==> config.mk <==
export PLATFORM = sky130hd
export DESIGN_NAME = meter_response_frame_parser_core
export DESIGN_NICKNAME = d
export VERILOG_FILES = /design/src/rtl/mrfp_pkg.sv /design/src/rtl/mrfp_front.sv /design/src/rtl/mrfp_queue.sv /design/src/rtl/mrfp_back.sv /design/src/rtl/meter_response_frame_parser_core.sv
export SDC_FILE = /design/constraint.sdc
export NUM_CORES = 1
export LEC_CHECK = 0
export BUFFER_PORTS_ARGS = -buffer_cell sky130_fd_sc_hd__buf_2
export CORE_AREA = 2 2 178 180
export CTS_BUF_LIST = sky130_fd_sc_hd__clkbuf_8
export DETAILED_ROUTE_END_ITERATION = 10
export DIE_AREA = 0 0 180 182
export PLACE_DENSITY = 0.78
export SLEW_MARGIN = 10
export SYNTH_ARGS = -nofsm -noshare
export SYNTH_HDL_FRONTEND = slang
export SYNTH_SLANG_ARGS = --single-unit
==> constraint.sdc <==
create_clock -name clk -period 6.7 [get_ports clk]
set_input_delay 1.005 -clock clk [delete_from_list [all_inputs] [get_ports clk]]
set_output_delay 1.005 -clock clk [all_outputs]
set_load 0.05 [all_outputs]
==> src/rtl/mrfp_pkg.sv <==
// ---------------------------------------------------------------------------
// Meter response frame parser: shared types and constants
// Command codes, status codes, frame layout and the CRC-16/MODBUS byte update.
// ---------------------------------------------------------------------------
package mrfp_pkg;

    // request codes on the input tuser
    localparam logic [1:0] REQ_START = 2'd0;
    localparam logic [1:0] REQ_BYTE  = 2'd1;
    localparam logic [1:0] REQ_TICK  = 2'd2;

    // classified command codes held in the queue
    localparam logic [1:0] CMD_START = 2'd0;
    localparam logic [1:0] CMD_BYTE  = 2'd1;
    localparam logic [1:0] CMD_TICK  = 2'd2;

    // result status codes
    localparam logic [1:0] STATUS_GOOD    = 2'd0;
    localparam logic [1:0] STATUS_CRC     = 2'd1;
    localparam logic [1:0] STATUS_TIMEOUT = 2'd2;

    localparam int          FRAME_BYTES   = 25;
    localparam int          PAYLOAD_FIRST = 3;
    localparam int          PAYLOAD_DEPTH = 20;
    localparam logic [15:0] CRC_INIT      = 16'hFFFF;
    localparam logic [15:0] CRC_POLY      = 16'hA001;
    localparam logic [15:0] TIMEOUT_RESET = 16'd100;
    localparam int          OUT_DATA_W    = 184;

    typedef struct packed {
        logic [1:0] kind;
        logic [7:0] data;
    } cmd_t;

    typedef struct packed {
        logic [1:0]  status;
        logic [15:0] volt_tenths;
        logic [31:0] amp_milli;
        logic [31:0] watt_tenths;
        logic [31:0] energy_total;
        logic [15:0] freq_tenths;
        logic [15:0] pf_hundredths;
        logic [15:0] alarm_word;
        logic [4:0]  bytes_received;
    } result_t;

    // one byte of CRC-16/MODBUS, reflected, unrolled over eight bit steps
    function automatic logic [15:0] crc16_byte(input logic [15:0] crc_in,
                                               input logic [7:0]  data_in);
        logic [15:0] crc;
        crc = crc_in ^ {8'h00, data_in};
        for (int i = 0; i < 8; i++)
        begin
            if (crc[0])
            begin
                crc = (crc >> 1) ^ CRC_POLY;
            end
            else
            begin
                crc = crc >> 1;
            end
        end
        return crc;
    endfunction

endpackage

==> src/rtl/mrfp_front.sv <==
// ---------------------------------------------------------------------------
// Meter response frame parser: front end
// Takes input beats, sorts them into start, byte and tick commands and
// pushes them into the command queue. Unknown request codes are dropped.
// ---------------------------------------------------------------------------
module mrfp_front
    import mrfp_pkg::*;
(
    input  logic       s_tvalid,
    output logic       s_tready,
    input  logic [7:0] s_tdata,   // [7:0] rx_byte
    input  logic [1:0] s_tuser,   // [1:0] req_type
    input  logic       q_full,
    output logic       q_push,
    output cmd_t       q_cmd
);

    logic keep;

    always_comb
    begin
        keep        = 1'b1;
        q_cmd.data  = s_tdata;
        q_cmd.kind  = CMD_START;
        unique case (s_tuser)
            REQ_START: q_cmd.kind = CMD_START;
            REQ_BYTE:  q_cmd.kind = CMD_BYTE;
            REQ_TICK:  q_cmd.kind = CMD_TICK;
            default:   keep       = 1'b0;
        endcase
    end

    assign s_tready = ~q_full;
    assign q_push   = s_tvalid & s_tready & keep;

endmodule

==> src/rtl/mrfp_queue.sv <==
// ---------------------------------------------------------------------------
// Meter response frame parser: command queue
// Small register FIFO between the front end and the frame engine.
// ---------------------------------------------------------------------------
module mrfp_queue
    import mrfp_pkg::*;
#(
    parameter int QUEUE_DEPTH = 2
)
(
    input  logic clk,
    input  logic rst_n,
    input  logic push,
    input  cmd_t push_cmd,
    output logic full,
    input  logic pop,
    output logic not_empty,
    output cmd_t pop_cmd
);

    localparam int PTR_W = (QUEUE_DEPTH > 1) ? $clog2(QUEUE_DEPTH) : 1;
    localparam int CNT_W = $clog2(QUEUE_DEPTH + 1);

    cmd_t             entry_reg [QUEUE_DEPTH];
    logic [PTR_W-1:0] wr_ptr_reg, wr_ptr_next;
    logic [PTR_W-1:0] rd_ptr_reg, rd_ptr_next;
    logic [CNT_W-1:0] count_reg, count_next;
    logic             do_push, do_pop;

    assign full      = (count_reg == CNT_W'(QUEUE_DEPTH));
    assign not_empty = (count_reg != '0);
    assign do_push   = push & ~full;
    assign do_pop    = pop & not_empty;
    assign pop_cmd   = entry_reg[rd_ptr_reg];

    always_comb
    begin
        wr_ptr_next = wr_ptr_reg;
        rd_ptr_next = rd_ptr_reg;
        count_next  = count_reg;
        if (do_push)
        begin
            wr_ptr_next = (wr_ptr_reg == PTR_W'(QUEUE_DEPTH - 1)) ? '0
                                                                  : wr_ptr_reg + PTR_W'(1);
        end
        if (do_pop)
        begin
            rd_ptr_next = (rd_ptr_reg == PTR_W'(QUEUE_DEPTH - 1)) ? '0
                                                                  : rd_ptr_reg + PTR_W'(1);
        end
        if (do_push && !do_pop)
        begin
            count_next = count_reg + CNT_W'(1);
        end
        else if (do_pop && !do_push)
        begin
            count_next = count_reg - CNT_W'(1);
        end
    end

    always_ff @(posedge clk or negedge rst_n)
    begin
        if (!rst_n)
        begin
            wr_ptr_reg <= '0;
            rd_ptr_reg <= '0;
            count_reg  <= '0;
        end
        else
        begin
            wr_ptr_reg <= wr_ptr_next;
            rd_ptr_reg <= rd_ptr_next;
            count_reg  <= count_next;
        end
    end

    always_ff @(posedge clk)
    begin
        if (do_push)
        begin
            entry_reg[wr_ptr_reg] <= push_cmd;
        end
    end

endmodule

==> src/rtl/mrfp_back.sv <==
// ---------------------------------------------------------------------------
// Meter response frame parser: frame engine
// Runs one queued command a cycle while the output slot is free: frame state,
// CRC, payload capture, timeout count and the registered result beat.
// ---------------------------------------------------------------------------
module mrfp_back
    import mrfp_pkg::*;
(
    input  logic        clk,
    input  logic        rst_n,
    input  logic        cfg_write,
    input  logic [15:0] cfg_data,
    input  logic        q_not_empty,
    input  cmd_t        q_cmd,
    output logic        q_pop,
    output logic        out_valid,
    input  logic        out_ready,
    output result_t     out_result
);

    logic [15:0] timeout_reg;
    logic        receiving_reg,  receiving_next;
    logic [4:0]  byte_count_reg, byte_count_next;
    logic [15:0] elapsed_reg,    elapsed_next;
    logic [15:0] crc_reg,        crc_next;
    logic [7:0]  crc_low_reg;
    logic [7:0]  payload_reg [PAYLOAD_DEPTH];
    logic        out_valid_reg,  out_valid_next;
    result_t     result_reg;

    logic        emit;
    logic [1:0]  emit_status;
    logic [15:0] elapsed_inc;
    logic        crc_low_we;
    logic        payload_we;
    logic [4:0]  payload_idx;
    result_t     result_new;

    // pop whenever the output slot is free or being emptied this cycle
    assign q_pop       = q_not_empty & (~out_valid_reg | out_ready);
    assign elapsed_inc = (elapsed_reg == 16'hFFFF) ? elapsed_reg : elapsed_reg + 16'd1;
    assign payload_idx = byte_count_reg - 5'(PAYLOAD_FIRST);

    always_comb
    begin
        receiving_next  = receiving_reg;
        byte_count_next = byte_count_reg;
        elapsed_next    = elapsed_reg;
        crc_next        = crc_reg;
        crc_low_we      = 1'b0;
        payload_we      = 1'b0;
        emit            = 1'b0;
        emit_status     = STATUS_GOOD;

        if (q_pop)
        begin
            if (q_cmd.kind == CMD_START)
            begin
                receiving_next  = 1'b1;
                byte_count_next = '0;
                elapsed_next    = '0;
                crc_next        = CRC_INIT;
            end
            else if (receiving_reg)
            begin
                if (q_cmd.kind == CMD_TICK)
                begin
                    if (elapsed_inc >= timeout_reg)
                    begin
                        emit        = 1'b1;
                        emit_status = STATUS_TIMEOUT;
                    end
                    else
                    begin
                        elapsed_next = elapsed_inc;
                    end
                end
                else if (elapsed_reg >= timeout_reg)
                begin
                    // timeout lowered mid-frame: byte dropped
                    emit        = 1'b1;
                    emit_status = STATUS_TIMEOUT;
                end
                else if (byte_count_reg < 5'(FRAME_BYTES - 2))
                begin
                    crc_next        = crc16_byte(crc_reg, q_cmd.data);
                    payload_we      = (byte_count_reg >= 5'(PAYLOAD_FIRST));
                    byte_count_next = byte_count_reg + 5'd1;
                end
                else if (byte_count_reg == 5'(FRAME_BYTES - 2))
                begin
                    crc_low_we      = 1'b1;
                    byte_count_next = byte_count_reg + 5'd1;
                end
                else
                begin
                    emit        = 1'b1;
                    emit_status = (crc_reg == {q_cmd.data, crc_low_reg}) ? STATUS_GOOD
                                                                         : STATUS_CRC;
                end
            end
            if (emit)
            begin
                receiving_next  = 1'b0;
                byte_count_next = '0;
                elapsed_next    = '0;
                crc_next        = CRC_INIT;
            end
        end

        out_valid_next = out_valid_reg;
        if (emit)
        begin
            out_valid_next = 1'b1;
        end
        else if (out_ready)
        begin
            out_valid_next = 1'b0;
        end
    end

    // result fields; measurements only on a good frame
    always_comb
    begin
        result_new                = '0;
        result_new.status         = emit_status;
        result_new.bytes_received = (emit_status == STATUS_TIMEOUT) ? byte_count_reg
                                                                    : 5'(FRAME_BYTES);
        if (emit_status == STATUS_GOOD)
        begin
            result_new.volt_tenths   = {payload_reg[0],  payload_reg[1]};
            result_new.amp_milli     = {payload_reg[4],  payload_reg[5],
                                        payload_reg[2],  payload_reg[3]};
            result_new.watt_tenths   = {payload_reg[8],  payload_reg[9],
                                        payload_reg[6],  payload_reg[7]};
            result_new.energy_total  = {payload_reg[12], payload_reg[13],
                                        payload_reg[10], payload_reg[11]};
            result_new.freq_tenths   = {payload_reg[14], payload_reg[15]};
            result_new.pf_hundredths = {payload_reg[16], payload_reg[17]};
            result_new.alarm_word    = {payload_reg[18], payload_reg[19]};
        end
    end

    always_ff @(posedge clk or negedge rst_n)
    begin
        if (!rst_n)
        begin
            timeout_reg    <= TIMEOUT_RESET;
            receiving_reg  <= 1'b0;
            byte_count_reg <= '0;
            elapsed_reg    <= '0;
            crc_reg        <= CRC_INIT;
            out_valid_reg  <= 1'b0;
        end
        else
        begin
            if (cfg_write)
            begin
                timeout_reg <= cfg_data;
            end
            receiving_reg  <= receiving_next;
            byte_count_reg <= byte_count_next;
            elapsed_reg    <= elapsed_next;
            crc_reg        <= crc_next;
            out_valid_reg  <= out_valid_next;
        end
    end

    always_ff @(posedge clk)
    begin
        if (crc_low_we)
        begin
            crc_low_reg <= q_cmd.data;
        end
        if (payload_we)
        begin
            payload_reg[payload_idx] <= q_cmd.data;
        end
        if (emit)
        begin
            result_reg <= result_new;
        end
    end

    assign out_valid  = out_valid_reg;
    assign out_result = result_reg;

endmodule

==> src/rtl/meter_response_frame_parser_core.sv <==
// ---------------------------------------------------------------------------
// Meter response frame parser core
// Receives a 25-byte read-input-registers reply, checks CRC-16/MODBUS and
// gives the decoded measurements, a CRC status or a timeout status.
// ---------------------------------------------------------------------------
//  channel   direction  handshake            payload
//  s_*       in         s_tvalid / s_tready  tuser req_type, tdata rx_byte
//  m_*       out        m_tvalid / m_tready  tuser status, tdata measurements
//  cfg_*     in         cfg_valid/cfg_ready  cfg_data frame time limit, ms
//
//  One beat a cycle sustained while m_tready keeps up; each command is held
//  in the queue register and runs in the frame engine once the output slot is
//  free, and the result beat is registered. The byte-wide CRC update sets the path.
//  Reset: idle, timeout 100 ms. A stalled m_tready fills the queue, after
//  which s_tready drops; config writes are always taken.
// ---------------------------------------------------------------------------
module meter_response_frame_parser_core
    import mrfp_pkg::*;
#(
    parameter int QUEUE_DEPTH = 2
)
(
    input  logic                  clk,
    input  logic                  rst_n,
    input  logic                  s_tvalid,
    output logic                  s_tready,
    input  logic [7:0]            s_tdata,   // [7:0] rx_byte
    input  logic [1:0]            s_tuser,   // [1:0] req_type
    output logic                  m_tvalid,
    input  logic                  m_tready,
    // [15:0] volt_tenths, [47:16] amp_milli, [79:48] watt_tenths,
    // [111:80] energy_total, [127:112] freq_tenths, [143:128] pf_hundredths,
    // [159:144] alarm_word, [164:160] bytes_received, rest zero
    output logic [OUT_DATA_W-1:0] m_tdata,
    output logic [1:0]            m_tuser,   // [1:0] status
    input  logic                  cfg_valid,
    output logic                  cfg_ready,
    input  logic [15:0]           cfg_data
);

    logic    q_push, q_full, q_pop, q_not_empty;
    cmd_t    push_cmd, pop_cmd;
    result_t result;

    mrfp_front u_front (
        .s_tvalid (s_tvalid),
        .s_tready (s_tready),
        .s_tdata  (s_tdata),
        .s_tuser  (s_tuser),
        .q_full   (q_full),
        .q_push   (q_push),
        .q_cmd    (push_cmd)
    );

    mrfp_queue #(
        .QUEUE_DEPTH (QUEUE_DEPTH)
    ) u_queue (
        .clk       (clk),
        .rst_n     (rst_n),
        .push      (q_push),
        .push_cmd  (push_cmd),
        .full      (q_full),
        .pop       (q_pop),
        .not_empty (q_not_empty),
        .pop_cmd   (pop_cmd)
    );

    mrfp_back u_back (
        .clk         (clk),
        .rst_n       (rst_n),
        .cfg_write   (cfg_valid & cfg_ready),
        .cfg_data    (cfg_data),
        .q_not_empty (q_not_empty),
        .q_cmd       (pop_cmd),
        .q_pop       (q_pop),
        .out_valid   (m_tvalid),
        .out_ready   (m_tready),
        .out_result  (result)
    );

    assign cfg_ready = 1'b1;
    assign m_tuser   = result.status;
    assign m_tdata   = {19'd0,
                        result.bytes_received,
                        result.alarm_word,
                        result.pf_hundredths,
                        result.freq_tenths,
                        result.energy_total,
                        result.watt_tenths,
                        result.amp_milli,
                        result.volt_tenths};

endmodule

==> metrics.txt <==
Mapped Cells 1079; RSZ-0062 raised after global routing false; Pwr Density 436 nW/um2; Worst Skew 0.0246 ns; Worst Hold Class flip-flop to flip-flop; total power draw 8.31 mW; post-synth top area share 0.650; vias per cell 5.10; Worst setup EP type flip-flop; clk sinks 414; Primary FF master, synth edfxtp_1; WS Path Type flip-flop to flip-flop; Setup violations, final 0; Post-synth EDFFs 355; DP Worst Slack 1.56 ns; async set or reset register ratio after synthesis 0.143; synth warn 0; Setup TNS Final 0 ns; Final Hold Fails 0; Synth area leaders edfxtp_1 (65%), and2_1 (6.3%), dfrtp_1 (6.1%); # hold bufs at CTS 0; HPWL Detailed 20200 um; Leak 7.18 nW; startpoint types flip-flop; Clock Latency Late Sink 0.59 ns; sequential share of the synthesized area 0.741; fin. max-slew vios 0; top achievable clock speed 190 MHz; Port-buffer cells 199; Cell Area, Synth 16400 um2; Routability Congestion 0.831; Post-route DRC 0; synthesized area per cell 15.2 um2; Reg clk slew, reported paths 0.06 ns; worst endpoint data arrival time 5.57 ns; #FFs+latches synth 414; Core Rows 65; clock root buffer clkbuf_8; fin crit period 5.27 ns; CTS Buf Count 66; largest net degree at the start of global routing 160; CP max FO 33; final core occ 0.615; initial antenna violation count 0; gr usage total 0.193; postcts setup bufs 0; first-pass GRT wire length 48900 um; core box area 31000 um2; post-synthesis cell type count 59; H-tree depth 3; Worst slew margin 0.257; # diodes 0; share of cells above drive strength 1 0.236; Die Y 182 um; initial core utilization 0.529; grt ovf 0; vias in the first global route 8927; fill count 2265; outcome finished, final reports clean; via count 9028; # nets final 1386; TritonCTS clock tree yes; post-route ant nets 0; Die ar. 32800 um2; CTS Buffer Depth 3; cts repair resizes 0; synthesis-to-layout area growth 16.1%; drt initial violations 715; WL per Instance 17.7 um; max_cap viols 0; Die W 180 um; Min Hold Slack 0.494 ns; Worst VDD drop 0.000246 V; I/O pin cnt 220; CP Data Required Time 6.99 ns; Slew @ Worst Pin 1.11 ns; setup ws final 1.43 ns; drt first pass iters 5; Synth area leader edfxtp_1; Final period util 0.787; number of flip-flops in the largest register 167; Post-Route WL 31400 um
-- layer usage --
| metal | share of wire | global-route usage |
|---|---|---|
| met1 | 0.44 | 0.267 |
| met4 | 0.020 | 0.0641 |
| met5 | 0 | 0 |
| met3 | 0.069 | 0.0457 |
| met2 | 0.47 | 0.306 |
-- critical path, cell delays in order, from the launching register on --
cell,delay (ns)
dfrtp_1,0.44
nand4_1,0.22
nor3_1,0.37
nand4_1,0.41
xnor2_1,0.32
ha_1,0.26
nand2b_1,0.14
a2111oi_0,0.57
o41ai_1,0.23
o211ai_1,0.34
a21oi_1,0.11
o21ai_0,0.23
clkinvlp_4,0.81
buf_4,0.52
-- cell type report --
type | count | area [um2] | share of cell area
Tap cell | 402 | 503 | 0.0264
Clock inverter | 53 | 352 | 0.0185
Multi-Input combinational cell | 579 | 3810 | 0.200
Timing Repair Buffer | 206 | 1090 | 0.0574
Inverter | 49 | 188 | 0.00985
Clock buffer | 68 | 936 | 0.0491
Sequential cell | 414 | 12200 | 0.638
-- layout by cell type, fill, tap and decap left out, types with 9 or more instances in the layout --
master / instances
clkinv_1: 17
dfrtp_1: 40
nand3_1: 21
o22a_1: 15
and2_1: 164
ha_1: 39
dfstp_2: 19
conb_1: 20
o21ai_0: 32
clkbuf_8: 68
a21oi_1: 16
xor2_1: 12
xnor2_1: 33
a31oi_1: 17
o22ai_1: 10
nor2_1: 43
nand2_1: 63
nand2b_1: 9
inv_1: 70
buf_2: 199
edfxtp_1: 355
nand4_1: 11
-- cell usage after synthesis (3+ instances only) --
library cell and count:
and2_1 164, or2_2 3, a21oi_1 17, nor2b_1 7, o22a_1 15, clkbuf_2 10
o22ai_1 10, and3_1 6, nand2_1 63, xnor2_1 33, nor4_1 3, a31oi_1 17
buf_4 22, nand3_1 21, or3_1 3, nor2_1 43, dfrtp_1 40, xor2_1 12
a21o_1 3, nand4_1 11, ha_1 39, mux2i_1 6, nand2b_1 9, inv_1 49
nor3_1 6, o21ai_0 32, dfstp_2 19, edfxtp_1 355, o21a_1 4, clkbuf_1 18
-- worst paths after layout --
| kind | start | end | slack [ns] | cells past startpoint |
|---|---|---|---|---|
| max | u_back.elapsed_reg[8]$_DFFE_PN0P_ | u_back.out_result[56]$_SDFFCE_PP0P_ | 1.43 | 13 |
| min | u_queue.wr_ptr_reg$_DFFE_PN0P_ | u_queue.wr_ptr_reg$_DFFE_PN0P_ | 0.49 | 1 |
| max reg2reg | u_back.elapsed_reg[8]$_DFFE_PN0P_ | u_back.out_result[56]$_SDFFCE_PP0P_ | 1.43 | 13 |
| min reg2reg | u_queue.wr_ptr_reg$_DFFE_PN0P_ | u_queue.wr_ptr_reg$_DFFE_PN0P_ | 0.49 | 1 |
| max in group asynchronous | rst_n | u_back.byte_count_reg[1]$_DFFE_PN0P_ | 5.59 | 2 |
| min in group asynchronous | rst_n | u_queue.wr_ptr_reg$_DFFE_PN0P_ | 0.59 | 2 |
-- power breakdown --
group,leakage [nW],internal [mW],switching [mW]
clock,0.731,1.08,0.979
combinational,2.52,0.810,1.83
sequential,3.93,3.40,0.207
total,7.18,5.29,3.01
-- cell families (layout without fill, tap and decap cells) --
family,Yosys count,in the layout,synth area share
buffers and inverters,104,376,0.0312
adders and majority gates,39,39,0.0297
AOI/OAI and AO/OA,117,117,0.0471
DFF,414,414,0.741
xor gates and xnor gates,48,48,0.0283
and+or+nand+nor,343,343,0.113
muxes,12,12,0.00900
other,2,20,0.000458
-- per-stage QoR --
stage	std cells	instance area, um2
after CTS	1770	19000
after floorplan	1097	16500
after global routing	1771	19000
final	1771	19000
after global placement	1649	17700
after detailed placement	1649	17700
(Power assumes the default switching activity.)
